### config.mk
export PLATFORM = sky130hd
export DESIGN_NAME = doorbell_pulse_width_decoder_flat
export DESIGN_NICKNAME = d
export VERILOG_FILES = /design/src/dpwd_pkg.sv /design/src/dpwd_req_if.sv /design/src/dpwd_rsp_if.sv /design/src/dpwd_frame.sv /design/src/doorbell_pulse_width_decoder.sv /design/src/flat_wrapper.sv
export SDC_FILE = /design/constraint.sdc
export NUM_CORES = 1
export LEC_CHECK = 0
export BUFFER_PORTS_ARGS = -buffer_cell sky130_fd_sc_hd__buf_2
export CORE_MARGIN = 3
export CORE_UTILIZATION = 65
export DETAILED_ROUTE_END_ITERATION = 10
export HOLD_SLACK_MARGIN = 0.03
export PLACE_DENSITY = 0.84
export SLEW_MARGIN = 20
export SYNTH_ARGS = -nofsm -noshare
export SYNTH_HDL_FRONTEND = slang
export SYNTH_SLANG_ARGS = --single-unit
export TNS_END_PERCENT = 50
### constraint.sdc
create_clock -name clock -period 10.44 [get_ports clock]
set_input_delay 3.132 -clock clock [delete_from_list [all_inputs] [get_ports clock]]
set_output_delay 3.132 -clock clock [all_outputs]
set_load 0.02 [all_outputs]
### src/dpwd_pkg.sv
// dpwd_pkg: shared types, constants and register indexes for the doorbell
// pulse width decoder. No dependencies.

package dpwd_pkg;

   localparam int WIDTH_BITS       = 16;
   localparam int SCALE_BITS       = 8;
   localparam int SCALED_BITS      = WIDTH_BITS + SCALE_BITS;
   localparam int CODE_BITS        = 12;
   localparam int ADDR_BITS        = 4;
   localparam int COUNT_BITS       = 6;
   localparam int CSR_INDEX_BITS   = 3;
   localparam int CSR_DATA_BITS    = 16;
   localparam int FRAME_PULSES_DEF = 26;

   localparam logic [CODE_BITS-1:0] PREAMBLE_MASK = 12'hFF0;
   localparam logic [COUNT_BITS-1:0] COUNT_MAX    = '1;

   localparam logic [WIDTH_BITS-1:0] START_PULSE_MAX_RST     = 16'd675;
   localparam logic [WIDTH_BITS-1:0] LONG_PULSE_MIN_RST      = 16'd800;
   localparam logic [WIDTH_BITS-1:0] LONG_PULSE_MAX_RST      = 16'd1275;
   localparam logic [WIDTH_BITS-1:0] SHORT_PULSE_MIN_RST     = 16'd250;
   localparam logic [WIDTH_BITS-1:0] GAP_AFTER_LONG_MAX_RST  = 16'd675;
   localparam logic [WIDTH_BITS-1:0] GAP_AFTER_SHORT_MIN_RST = 16'd700;
   localparam logic [SCALE_BITS-1:0] PULSE_SCALE_RST         = 8'd1;

   typedef enum logic [CSR_INDEX_BITS-1:0] {
      CSR_PULSE_SCALE         = 3'd0,
      CSR_START_PULSE_MAX     = 3'd1,
      CSR_LONG_PULSE_MIN      = 3'd2,
      CSR_LONG_PULSE_MAX      = 3'd3,
      CSR_SHORT_PULSE_MIN     = 3'd4,
      CSR_GAP_AFTER_LONG_MAX  = 3'd5,
      CSR_GAP_AFTER_SHORT_MIN = 3'd6
   } csr_index_type;

   typedef enum logic [1:0] {
      STATUS_OK       = 2'd0,
      STATUS_COUNT    = 2'd1,
      STATUS_TIMING   = 2'd2,
      STATUS_PREAMBLE = 2'd3
   } status_type;

   typedef struct packed {
      logic [SCALE_BITS-1:0] pulse_scale;
      logic [WIDTH_BITS-1:0] start_pulse_max;
      logic [WIDTH_BITS-1:0] long_pulse_min;
      logic [WIDTH_BITS-1:0] long_pulse_max;
      logic [WIDTH_BITS-1:0] short_pulse_min;
      logic [WIDTH_BITS-1:0] gap_after_long_max;
      logic [WIDTH_BITS-1:0] gap_after_short_min;
   } cfg_type;

   typedef struct packed {
      logic                  valid;
      logic                  last;
      logic [WIDTH_BITS-1:0] width;
   } step_type;

   typedef struct packed {
      status_type            status;
      logic [CODE_BITS-1:0]  code;
   } result_type;

endpackage

### src/dpwd_req_if.sv
// dpwd_req_if: valid/ready channel carrying one captured pulse word.
// Depends on dpwd_pkg.

interface dpwd_req_if;
   logic                            valid;
   logic                            ready;
   logic [dpwd_pkg::WIDTH_BITS-1:0] pulse_width;
   logic                            is_last;

   modport source (output valid, output pulse_width, output is_last, input ready);
   modport sink   (input valid, input pulse_width, input is_last, output ready);
endinterface

### src/dpwd_rsp_if.sv
// dpwd_rsp_if: valid/ready channel carrying one decoded frame word.
// Depends on dpwd_pkg.

interface dpwd_rsp_if;
   logic                           valid;
   logic                           ready;
   logic [1:0]                     frame_status;
   logic [dpwd_pkg::CODE_BITS-1:0] code_word;
   logic [dpwd_pkg::ADDR_BITS-1:0] address;

   modport source (output valid, output frame_status, output code_word, output address,
                   input ready);
   modport sink   (input valid, input frame_status, input code_word, input address,
                   output ready);
endinterface

### src/dpwd_frame.sv
// dpwd_frame: per-frame state (pulse count, bits, error flag) and the
// scale-and-compare step for one pulse. Depends on dpwd_pkg.

module dpwd_frame #(
   parameter int FRAME_PULSES = dpwd_pkg::FRAME_PULSES_DEF
) (
   input  logic                 clock,
   input  logic                 reset,
   input  dpwd_pkg::cfg_type    cfg,
   input  dpwd_pkg::step_type   step,
   output dpwd_pkg::result_type result
);

   localparam logic [dpwd_pkg::COUNT_BITS-1:0] FRAME_CNT =
      dpwd_pkg::COUNT_BITS'(FRAME_PULSES);

   logic [dpwd_pkg::COUNT_BITS-1:0]  count_ff, count_in, pos;
   logic [dpwd_pkg::CODE_BITS-1:0]   bits_ff, bits_in, bits_upd;
   logic                             err_ff, err_in, err_upd;
   logic                             long_ff, long_in, long_upd;
   logic [dpwd_pkg::SCALED_BITS-1:0] scaled;
   logic                             is_start, pair_first, pair_second, is_long;

   always_comb begin
      scaled = dpwd_pkg::SCALED_BITS'(step.width) * dpwd_pkg::SCALED_BITS'(cfg.pulse_scale);
      pos = (count_ff == dpwd_pkg::COUNT_MAX) ? count_ff : count_ff + 1'b1;
      is_start    = (pos == dpwd_pkg::COUNT_BITS'(1));
      pair_first  = !pos[0] && (pos < FRAME_CNT);
      pair_second = pos[0] && !is_start && (pos <= FRAME_CNT);
      is_long = scaled > dpwd_pkg::SCALED_BITS'(cfg.long_pulse_min);

      bits_upd = bits_ff;
      err_upd  = err_ff;
      long_upd = long_ff;
      priority if (is_start) begin
         if (scaled > dpwd_pkg::SCALED_BITS'(cfg.start_pulse_max)) err_upd = 1'b1;
      end else if (pair_first) begin
         long_upd = is_long;
         bits_upd = {bits_ff[dpwd_pkg::CODE_BITS-2:0], is_long};
         if (is_long) begin
            if (scaled > dpwd_pkg::SCALED_BITS'(cfg.long_pulse_max)) err_upd = 1'b1;
         end else begin
            if (scaled < dpwd_pkg::SCALED_BITS'(cfg.short_pulse_min)) err_upd = 1'b1;
         end
      end else if (pair_second) begin
         if (long_ff) begin
            if (scaled > dpwd_pkg::SCALED_BITS'(cfg.gap_after_long_max)) err_upd = 1'b1;
         end else begin
            if (scaled < dpwd_pkg::SCALED_BITS'(cfg.gap_after_short_min)) err_upd = 1'b1;
         end
      end else begin
         err_upd = err_ff;
      end

      // frame result
      result.code = bits_upd;
      priority if (pos != FRAME_CNT) begin
         result.status = dpwd_pkg::STATUS_COUNT;
         result.code   = '0;
      end else if (err_upd) begin
         result.status = dpwd_pkg::STATUS_TIMING;
         result.code   = '0;
      end else if ((bits_upd & dpwd_pkg::PREAMBLE_MASK) != dpwd_pkg::PREAMBLE_MASK) begin
         result.status = dpwd_pkg::STATUS_PREAMBLE;
      end else begin
         result.status = dpwd_pkg::STATUS_OK;
      end

      count_in = count_ff;
      bits_in  = bits_ff;
      err_in   = err_ff;
      long_in  = long_ff;
      if (step.valid) begin
         if (step.last) begin
            count_in = '0;
            bits_in  = '0;
            err_in   = 1'b0;
            long_in  = 1'b0;
         end else begin
            count_in = pos;
            bits_in  = bits_upd;
            err_in   = err_upd;
            long_in  = long_upd;
         end
      end
   end

   always_ff @(posedge clock) begin
      if (reset) begin
         count_ff <= '0;
         bits_ff  <= '0;
         err_ff   <= 1'b0;
         long_ff  <= 1'b0;
      end else begin
         count_ff <= count_in;
         bits_ff  <= bits_in;
         err_ff   <= err_in;
         long_ff  <= long_in;
      end
   end

endmodule

### src/doorbell_pulse_width_decoder.sv
// Pulse width decoder for a 12-bit doorbell remote frame: one pulse word
// in, one decoded frame word out at each last pulse. A new input word can
// be accepted every cycle; the only stall is a last pulse that waits in the
// input register while the previous frame word is still held unaccepted on
// the result side. The last pulse passes through the input register, and
// its frame word is registered in the result register. The rate is set by
// the frame state update (multiply, compare, shift), which is combinational
// between the input register and the frame state and result registers.
// Depends on dpwd_pkg, dpwd_req_if, dpwd_rsp_if and dpwd_frame.

module doorbell_pulse_width_decoder #(
   parameter int FRAME_PULSES = dpwd_pkg::FRAME_PULSES_DEF
) (
   input  logic                                clock,
   input  logic                                reset,
   dpwd_req_if.sink                            req_word,
   dpwd_rsp_if.source                          rsp_word,
   input  logic                                csr_we,
   input  logic [dpwd_pkg::CSR_INDEX_BITS-1:0] csr_index,
   input  logic [dpwd_pkg::CSR_DATA_BITS-1:0]  csr_wdata
);

   dpwd_pkg::cfg_type    cfg_ff, cfg_in;
   dpwd_pkg::step_type   step;
   dpwd_pkg::result_type result;

   logic                            in_valid_ff, in_valid_in;
   logic                            in_last_ff;
   logic [dpwd_pkg::WIDTH_BITS-1:0] in_width_ff;
   logic                            out_valid_ff, out_valid_in;
   dpwd_pkg::result_type            out_ff;
   logic                            out_free, advance, take;

   // config registers
   always_comb begin
      cfg_in = cfg_ff;
      if (csr_we) begin
         unique case (csr_index)
            dpwd_pkg::CSR_PULSE_SCALE:
               cfg_in.pulse_scale = csr_wdata[dpwd_pkg::SCALE_BITS-1:0];
            dpwd_pkg::CSR_START_PULSE_MAX:     cfg_in.start_pulse_max     = csr_wdata;
            dpwd_pkg::CSR_LONG_PULSE_MIN:      cfg_in.long_pulse_min      = csr_wdata;
            dpwd_pkg::CSR_LONG_PULSE_MAX:      cfg_in.long_pulse_max      = csr_wdata;
            dpwd_pkg::CSR_SHORT_PULSE_MIN:     cfg_in.short_pulse_min     = csr_wdata;
            dpwd_pkg::CSR_GAP_AFTER_LONG_MAX:  cfg_in.gap_after_long_max  = csr_wdata;
            dpwd_pkg::CSR_GAP_AFTER_SHORT_MIN: cfg_in.gap_after_short_min = csr_wdata;
            default:                           cfg_in = cfg_ff;
         endcase
      end
   end

   always_ff @(posedge clock) begin
      if (reset) begin
         cfg_ff.pulse_scale         <= dpwd_pkg::PULSE_SCALE_RST;
         cfg_ff.start_pulse_max     <= dpwd_pkg::START_PULSE_MAX_RST;
         cfg_ff.long_pulse_min      <= dpwd_pkg::LONG_PULSE_MIN_RST;
         cfg_ff.long_pulse_max      <= dpwd_pkg::LONG_PULSE_MAX_RST;
         cfg_ff.short_pulse_min     <= dpwd_pkg::SHORT_PULSE_MIN_RST;
         cfg_ff.gap_after_long_max  <= dpwd_pkg::GAP_AFTER_LONG_MAX_RST;
         cfg_ff.gap_after_short_min <= dpwd_pkg::GAP_AFTER_SHORT_MIN_RST;
      end else begin
         cfg_ff <= cfg_in;
      end
   end

   // handshake and pipeline control
   always_comb begin
      out_free = !out_valid_ff || rsp_word.ready;
      advance  = in_valid_ff && (!in_last_ff || out_free);
      req_word.ready = !in_valid_ff || advance;
      take     = req_word.valid && req_word.ready;

      in_valid_in  = take || (in_valid_ff && !advance);
      out_valid_in = (advance && in_last_ff) || (out_valid_ff && !rsp_word.ready);

      step.valid = advance;
      step.last  = in_last_ff;
      step.width = in_width_ff;
   end

   always_ff @(posedge clock) begin
      if (reset) begin
         in_valid_ff  <= 1'b0;
         out_valid_ff <= 1'b0;
      end else begin
         in_valid_ff  <= in_valid_in;
         out_valid_ff <= out_valid_in;
      end
   end

   always_ff @(posedge clock) begin
      if (take) begin
         in_width_ff <= req_word.pulse_width;
         in_last_ff  <= req_word.is_last;
      end
      if (advance && in_last_ff) begin
         out_ff <= result;
      end
   end

   dpwd_frame #(
      .FRAME_PULSES (FRAME_PULSES)
   ) u_frame (
      .clock  (clock),
      .reset  (reset),
      .cfg    (cfg_ff),
      .step   (step),
      .result (result)
   );

   assign rsp_word.valid        = out_valid_ff;
   assign rsp_word.frame_status = out_ff.status;
   assign rsp_word.code_word    = out_ff.code;
   assign rsp_word.address      = out_ff.code[dpwd_pkg::ADDR_BITS-1:0];

endmodule

### src/flat_wrapper.sv
// flat-port wrapper written by rule: the top's interface ports become plain ports
module doorbell_pulse_width_decoder_flat 
#(
   parameter int FRAME_PULSES = dpwd_pkg::FRAME_PULSES_DEF
)
  (clock, reset, csr_we, csr_index, csr_wdata, req_word_valid, req_word_pulse_width, req_word_is_last, req_word_ready, rsp_word_valid, rsp_word_frame_status, rsp_word_code_word, rsp_word_address, rsp_word_ready);
  dpwd_req_if req_word_i ();
  dpwd_rsp_if rsp_word_i ();
  input  logic clock;
  input  logic reset;
  input  logic csr_we;
  input  logic [dpwd_pkg::CSR_INDEX_BITS-1:0] csr_index;
  input  logic [dpwd_pkg::CSR_DATA_BITS-1:0] csr_wdata;
  input wire logic [$bits(req_word_i.valid)-1:0] req_word_valid;
  input wire logic [$bits(req_word_i.pulse_width)-1:0] req_word_pulse_width;
  input wire logic [$bits(req_word_i.is_last)-1:0] req_word_is_last;
  output wire logic [$bits(req_word_i.ready)-1:0] req_word_ready;
  output wire logic [$bits(rsp_word_i.valid)-1:0] rsp_word_valid;
  output wire logic [$bits(rsp_word_i.frame_status)-1:0] rsp_word_frame_status;
  output wire logic [$bits(rsp_word_i.code_word)-1:0] rsp_word_code_word;
  output wire logic [$bits(rsp_word_i.address)-1:0] rsp_word_address;
  input wire logic [$bits(rsp_word_i.ready)-1:0] rsp_word_ready;
  assign req_word_i.valid = req_word_valid;
  assign req_word_i.pulse_width = req_word_pulse_width;
  assign req_word_i.is_last = req_word_is_last;
  assign req_word_ready = req_word_i.ready;
  assign rsp_word_valid = rsp_word_i.valid;
  assign rsp_word_frame_status = rsp_word_i.frame_status;
  assign rsp_word_code_word = rsp_word_i.code_word;
  assign rsp_word_address = rsp_word_i.address;
  assign rsp_word_i.ready = rsp_word_ready;
  doorbell_pulse_width_decoder #(.FRAME_PULSES(FRAME_PULSES)) u_core (.clock(clock), .reset(reset), .req_word(req_word_i), .rsp_word(rsp_word_i), .csr_we(csr_we), .csr_index(csr_index), .csr_wdata(csr_wdata));
endmodule
Word-level counts from Yosys, hierarchy flattened --
Index checks and enable logic that the tools add are counted.
Word-level totals: register bits after elaboration 157, output and inout bits 20, word-level logic and storage cells 90
Cells by class: eq/ne operators 11, mux-type cells 21, multiply operators 1, add/subtract/negate cells 1, reductions and logical operators 31, magnitude comparators 8
Operators by type and width (number):
- 24-bit by 16-bit greater-than comparator with 1-bit output | 4
- 24-bit by 16-bit less-than comparator with 1-bit output | 2
- 12-bit two-way mux | 3
- 16-bit by 8-bit multiplier with 24-bit output | 1
- 1-bit two-way mux | 14
- 2-bit AND reduction | 7
- 6-bit two-way mux | 2
- 3-bit == test, second input constant | 3
- 1-bit logical AND | 8
- 8-bit inequality test, second input constant | 1
- 1-bit zero test | 7
- 6-bit by 1-bit adder with 6-bit output, second input constant | 1
- 3-bit by 2-bit == test with 1-bit output, second input constant | 2
- 6-bit by 1-bit == test with 1-bit output, second input constant | 1
- 6-bit == test, second input constant | 1
- 6-bit by 5-bit <= comparator with 1-bit output, second input constant | 1
- 6-bit by 5-bit less-than comparator with 1-bit output, second input constant | 1
- 6-bit by 5-bit inequality test with 1-bit output, second input constant | 1
- 1-bit logical OR | 5
- 2-bit two-way mux | 2
- 3-bit by 1-bit == test with 1-bit output, second input constant | 1
- 3-bit zero test | 1
- 3-bit AND reduction | 1
- 2-bit by 1-bit inequality test with 1-bit output, second input constant | 1
- other kinds (2) | 2

Depth between registers and ports, before layout --
word-level depth 10, gate-level depth with buffers 27

By module --
Synthesis repeated with hierarchy kept, for this count alone.
Unflattened totals: cells, all modules 1413, area total of the unflattened synthesis 13151.4 um2
By module, submodules not included:
- dpwd_frame | times used 1, area each 8029.0 um2, cells each 991, sequential area each 400.4 um2
- doorbell_pulse_width_decoder | times used 1, area each 5122.4 um2, cells each 422, sequential area each 3052.9 um2

Least setup slack after synthesis --
Ideal clock, no wire load.
path kind reg-to-reg, from reg u_core.cfg_ff[103] (netlist name), to reg u_core.out_ff, in the netlist u_core.rsp_word.code_word[10] (data pin), slack 3581 ps, arrival 6688 ps, cell stages (with the launch flop) 26, period minus slack after synthesis 6859 ps, required time 10269 ps, cell sequence dfxtp_1 clkbuf_1 nand2_1 fa_1 fa_1 inv_1 fa_1 inv_1 fa_1 inv_1 ha_1 a21o_1 a221oi_1 o21ai_0 xor2_1 ha_1 and4_1 a221oi_1 nor3_1 o31ai_1 nor3_1 or4_4 and4_4 buf_6 buf_8 nor4_2
On the way: word-level cells in the longest chain between the ends 8, elaborated cells on any way between the ends 18, classes of those cells mul (1); order compare (6); mux (10); reduce/logical (1)
RTL lines:
- from (decl) | line doorbell_pulse_width_decoder.sv:23 | dpwd_pkg::cfg_type cfg_ff, cfg_in;
- from (signal assigned) | line doorbell_pulse_width_decoder.sv:62 | cfg_ff <= cfg_in;
- 16-bit by 8-bit multiplier with 24-bit output (*) | line dpwd_frame.sv:25 | scaled = dpwd_pkg::SCALED_BITS'(step.width) * dpwd_pkg::SCALED_BITS'(cfg.pulse_scale);
- 24-bit by 16-bit less-than comparator with 1-bit output / 24-bit by 16-bit greater-than comparator with 1-bit output (equally long branches) | line dpwd_frame.sv:49, dpwd_frame.sv:47
- 1-bit two-way mux (on tied branches) | line dpwd_frame.sv:49, dpwd_frame.sv:47
- 1-bit two-way mux | line dpwd_frame.sv:46 | if (long_ff) begin
- 1-bit two-way mux | line dpwd_frame.sv:45 | end else if (pair_second) begin
- 1-bit two-way mux | line dpwd_frame.sv:37 | end else if (pair_first) begin
- 1-bit two-way mux (*) | line dpwd_frame.sv:35 | priority if (is_start) begin
- 2-bit OR reduction (no source line) (*)
- to (signal assigned) | line doorbell_pulse_width_decoder.sv:97 | out_ff <= result;
- to (decl) | line doorbell_pulse_width_decoder.sv:31 | dpwd_pkg::result_type out_ff;
Mark *: on every way between the ends. The rest lies on a longest branch, timed or not. A chain may end at the register's enable or synchronous reset.

Worst setup path in the final report --
from reg u_core.cfg_ff[102] (netlist name), to reg u_core.out_ff, in the netlist u_core.rsp_word.code_word[9] (data pin)
The elaborated chain is that of the path after synthesis.

==> key figures <==
Outcome
  – Outcome: finished clean

Clock network
  – Clock transition at path regs: 60 ps
  – Root buffer selected by CTS: clkbuf_16
  – Clock sinks: 157
  – PostCTS Resize Cnt: 0
  – CTS tree: built
  – Setup Buffers After CTS: 0
  – Num CTS Buffers: 17
  – Htree depth: 4
  – Clk Latency, worst-skew pair: 450 ps
  – CTS max path bufs: 2
  – CTS Hold Bufs: 0

Timing
  – Slew Viols, Final: 0
  – Max Clock Skew: approximately 11 ps
  – Final-report hold violation count: 0
  – Setup TNS: 0 ps
  – Hold slack: 454.2 ps
  – Max_slew headroom: 30.15%
  – RSZ-0062 raised after global routing: no
  – Worst setup margin: 2598 ps
  – Final setup fails: 0
  – Worst Tran Pin Value: 1048 ps
  – Min Clock Period, post-route: about 8000 ps
  – Fin crit share: between 70% and 80%
  – F_max: 0.1275 GHz

Power and ir drop
  – Clock share of power: between 30% and 40%
  – Sw power: 0.5751 mW
  – Switching Share: 33.64%
  – Pwr Total: 1.710 mW
  – Pwr per Cell Area: 125.2 nW/um2
  – Gate power share: 25.4%
  – Maximum vdd drop: between 0.0001 and 0.00015 V
  – Seq pwr share: 38.1%
  – Internal: 1.135 mW
  – Leakage: 6.111 nW

Setup path
  – Worst setup SP type: flip-flop
  – Worst Path Max Fanout: 17
  – Critical Path Source: u_core.cfg_ff[102]$_SDFFE_PP0P_
  – Endpoint class of the critical path: flip-flop
  – Critical path's most frequent cell: fa_1
  – CP Data Arrival Time: about 8100 ps
  – R2R Path Start: u_core.cfg_ff[102]$_SDFFE_PP0P_
  – Setup crit end: u_core.rsp_word.code_word[9]$_SDFFCE_PP0P_
  – R2r endpoint: u_core.rsp_word.code_word[9]$_SDFFCE_PP0P_
  – Crit-path slowest cell: dfxtp_1
  – Critical Path RT: 10670 ps
  – Critical path cell sequence: and2_1, fa_1, fa_1, fa_1, inv_1, fa_1, inv_1, ha_1, and3_1, a221oi_1, o21ai_0, xor2_1, ha_1, and4_1, a221oi_1, nor3_1, o31ai_1, nor3_1, or4_4, and4_4, nor4_2
  – Crit Path Class: flip-flop to flip-flop
  – R2R depth: 21
  – Slowest cell delay on critical path: 690 ps
  – Setup slack, reg-to-reg: 2600 ps

Logic synthesis
  – Sequential share of the synthesized area: 27.33%
  – Synth Instances: 1483
  – Yosys cell types: 71
  – Post-synth EDFFs: 31
  – Yosys synthesis warning count: 0
  – Syn nets: between 1.5k and 2k
  – Seq cells post-synth: 157
  – Most numerous cell in the Yosys netlist: nand2_1
  – Synth area leaders: dfxtp_1 (20%), ha_1 (14%), fa_1 (13%)
  – Async set-reset flop share out of synthesis: 0%
  – Avg Inst Size Synth: 8.520 um2
  – Synth top area share: 19.96%
  – Ys flop type: dfxtp_1
  – Commonest cells post-synth: nand2_1 (234), inv_1 (204), ha_1 (141)
  – Largest area contributor in the netlist: dfxtp_1
  – Netlist Area Pre-Place: ~13000 um2

Die
  – Starting Density: approximately two thirds
  – Io pins: 61
  – Die area: 21150 um2
  – CORE AREA: 18890 um2
  – Die width: 145.4 um
  – Die H: ~150 um
  – Rows: 50

Final layout
  – Layout fillers: 1461
  – Area Growth Syn to Fin: 8.081%
  – Final instance area: 13660 um2
  – Ant diodes: 0
  – Layout Nets: around 1.8k
  – Fraction of layout cells with a size suffix above 1: 8.131%
  – Cell Count, Final, Fillers Out: 1785
  – Finished Core Util: between 70 and 80%

Global routing
  – Global route overflow: 0
  – Global-route usage over all layers: 30.54%
  – Antenna violations before repair: 0
  – Vias in the first global route: slightly above 10k
  – Largest net degree at the start of global routing: about 110
  – First-pass GRT wire length: 52520 um

Placed design
  – Routability congestion estimate: 0.9584
  – Post-DP Area: approximately 13000 um2
  – HPWL Detailed: 23090 um
  – # placed instances: 1753
  – Worst slack at placement: 2713 ps
  – I/O Buffers: 60

Flow run
  – MaxCap Viol Count: 0

Route
  – DRC: 0
  – Number of DRC markers in iteration 0: roughly 860
  – WL final: 31660 um
  – TritonRoute pass-1 iters: 5
  – Routed WL per cell: about 18 um
  – Vias: between 10k and 15k
  – ANT nets after route: 0
  – Via-to-Cell Ratio: 5.911

Min path
  – HP Class: flip-flop to flip-flop
-- per-layer routing --
| metal | share of wire (%) | wire (um) | track usage (%) | vias to the layer above |
|---|---|---|---|---|
| met5 | 0 | 0 | 0 | - |
| met2 | 47 | 14890 | 49.01 | 438 |
| met1 | 43 | 13690 | 42.19 | 5024 |
| li1 | - | - | - | 5010 |
| met4 | 2.6 | 817 | 10.16 | 0 |
| met3 | 7.1 | 2256 | 5.481 | 79 |
-- cells by family after synthesis --
group	Yosys count	share of synthesized area (%)
AO/OA/AOI/OAI	261	13.14
XOR/XNOR	17	1.178
adder cells (fa/ha/maj)	225	27.27
buffers and inverters	260	8.061
flip-flops	157	27.33
multiplexers	14	1.119
AND/OR/NAND/NOR	549	21.90
-- sequential cells by signal, summed over array words and instances, names as in the netlist --
register and flops:
u_core.u_frame.err_ff 1, u_core.in_valid_ff 1, u_core.rsp_word.frame_status 2, u_core.cfg_ff 104, u_core.in_width_ff 16, u_core.u_frame.count_ff 6, u_core.u_frame.long_ff 1, u_core.in_last_ff 1
u_core.u_frame.bits_ff 12, u_core.rsp_word.code_word 12, u_core.rsp_word.valid 1
-- cells in the final DEF, fill, tap and decap left out, types with 13 or more instances in the layout --
| master | Yosys | final |
|---|---|---|
| nand2_1 | 234 | 234 |
| inv_1 | 204 | 204 |
| ha_1 | 141 | 141 |
| dfxtp_1 | 126 | 126 |
| a21oi_1 | 117 | 117 |
| and2_1 | 114 | 114 |
| fa_1 | 84 | 84 |
| nor2_1 | 62 | 61 |
| buf_2 | 1 | 59 |
| edfxtp_1 | 31 | 31 |
| o21ai_0 | 24 | 24 |
| nand3b_1 | 23 | 23 |
| nand3_1 | 21 | 21 |
| clkbuf_16 | 0 | 17 |
| nor3_1 | 17 | 15 |
| nand4_1 | 15 | 15 |
| a21o_1 | 14 | 14 |
| a22oi_1 | 14 | 14 |
| a211o_1 | 14 | 14 |
| mux2i_1 | 13 | 13 |
-- area by class of cell --
type | count | area, um2 | share of cell area, %
clock buffer | 18 | 429.2 | 3.143
clock inverter | 14 | 152.6 | 1.118
inverter | 204 | 765.7 | 5.607
multi-input combinational | 1066 | 8182 | 59.91
sequential | 157 | 3453 | 25.29
tap | 260 | 325.3 | 2.382
timing repair buffer | 66 | 347.8 | 2.547
-- how the worst min path moves through the flow --
stage,cells past startpoint,start,slack [ps],end
2_1_floorplan,2,u_core.cfg_ff[10]$_SDFFE_PP0P_,440,u_core.cfg_ff[10]$_SDFFE_PP0P_
3_3_place_gp,2,u_core.cfg_ff[57]$_SDFFE_PP0P_,440,u_core.cfg_ff[57]$_SDFFE_PP0P_
3_5_place_dp,2,u_core.cfg_ff[22]$_SDFFE_PP0P_,450,u_core.cfg_ff[22]$_SDFFE_PP0P_
4_1_cts,2,u_core.cfg_ff[79]$_SDFFE_PP0P_,460,u_core.cfg_ff[79]$_SDFFE_PP0P_
5_1_grt,2,u_core.cfg_ff[78]$_SDFFE_PP0P_,470,u_core.cfg_ff[78]$_SDFFE_PP0P_
6_report,2,u_core.cfg_ff[1]$_SDFFE_PP0P_,450,u_core.cfg_ff[1]$_SDFFE_PP0P_
-- power by group through the flow --
stage               registers, mW  clock network [mW]  logic (mW)
finish                      0.651               0.625       0.434
global route                0.653               0.656       0.484
CTS                         0.650               0.631       0.426
detailed placement          0.664                   0       0.419
global placement            0.663                   0       0.407
floorplan                   0.656                   0       0.315
-- critical path, delay by kind of cell, from the launching register on --
family	cells	cell delay [ps]
adders and majority gates	6	2820
AOI/OAI and AO/OA	4	1540
DFF	1	690
and+or+nand+nor	8	1910
xor gates and xnor gates	1	580
buffers and inverters	2	100
(Power assumes the default switching activity.)
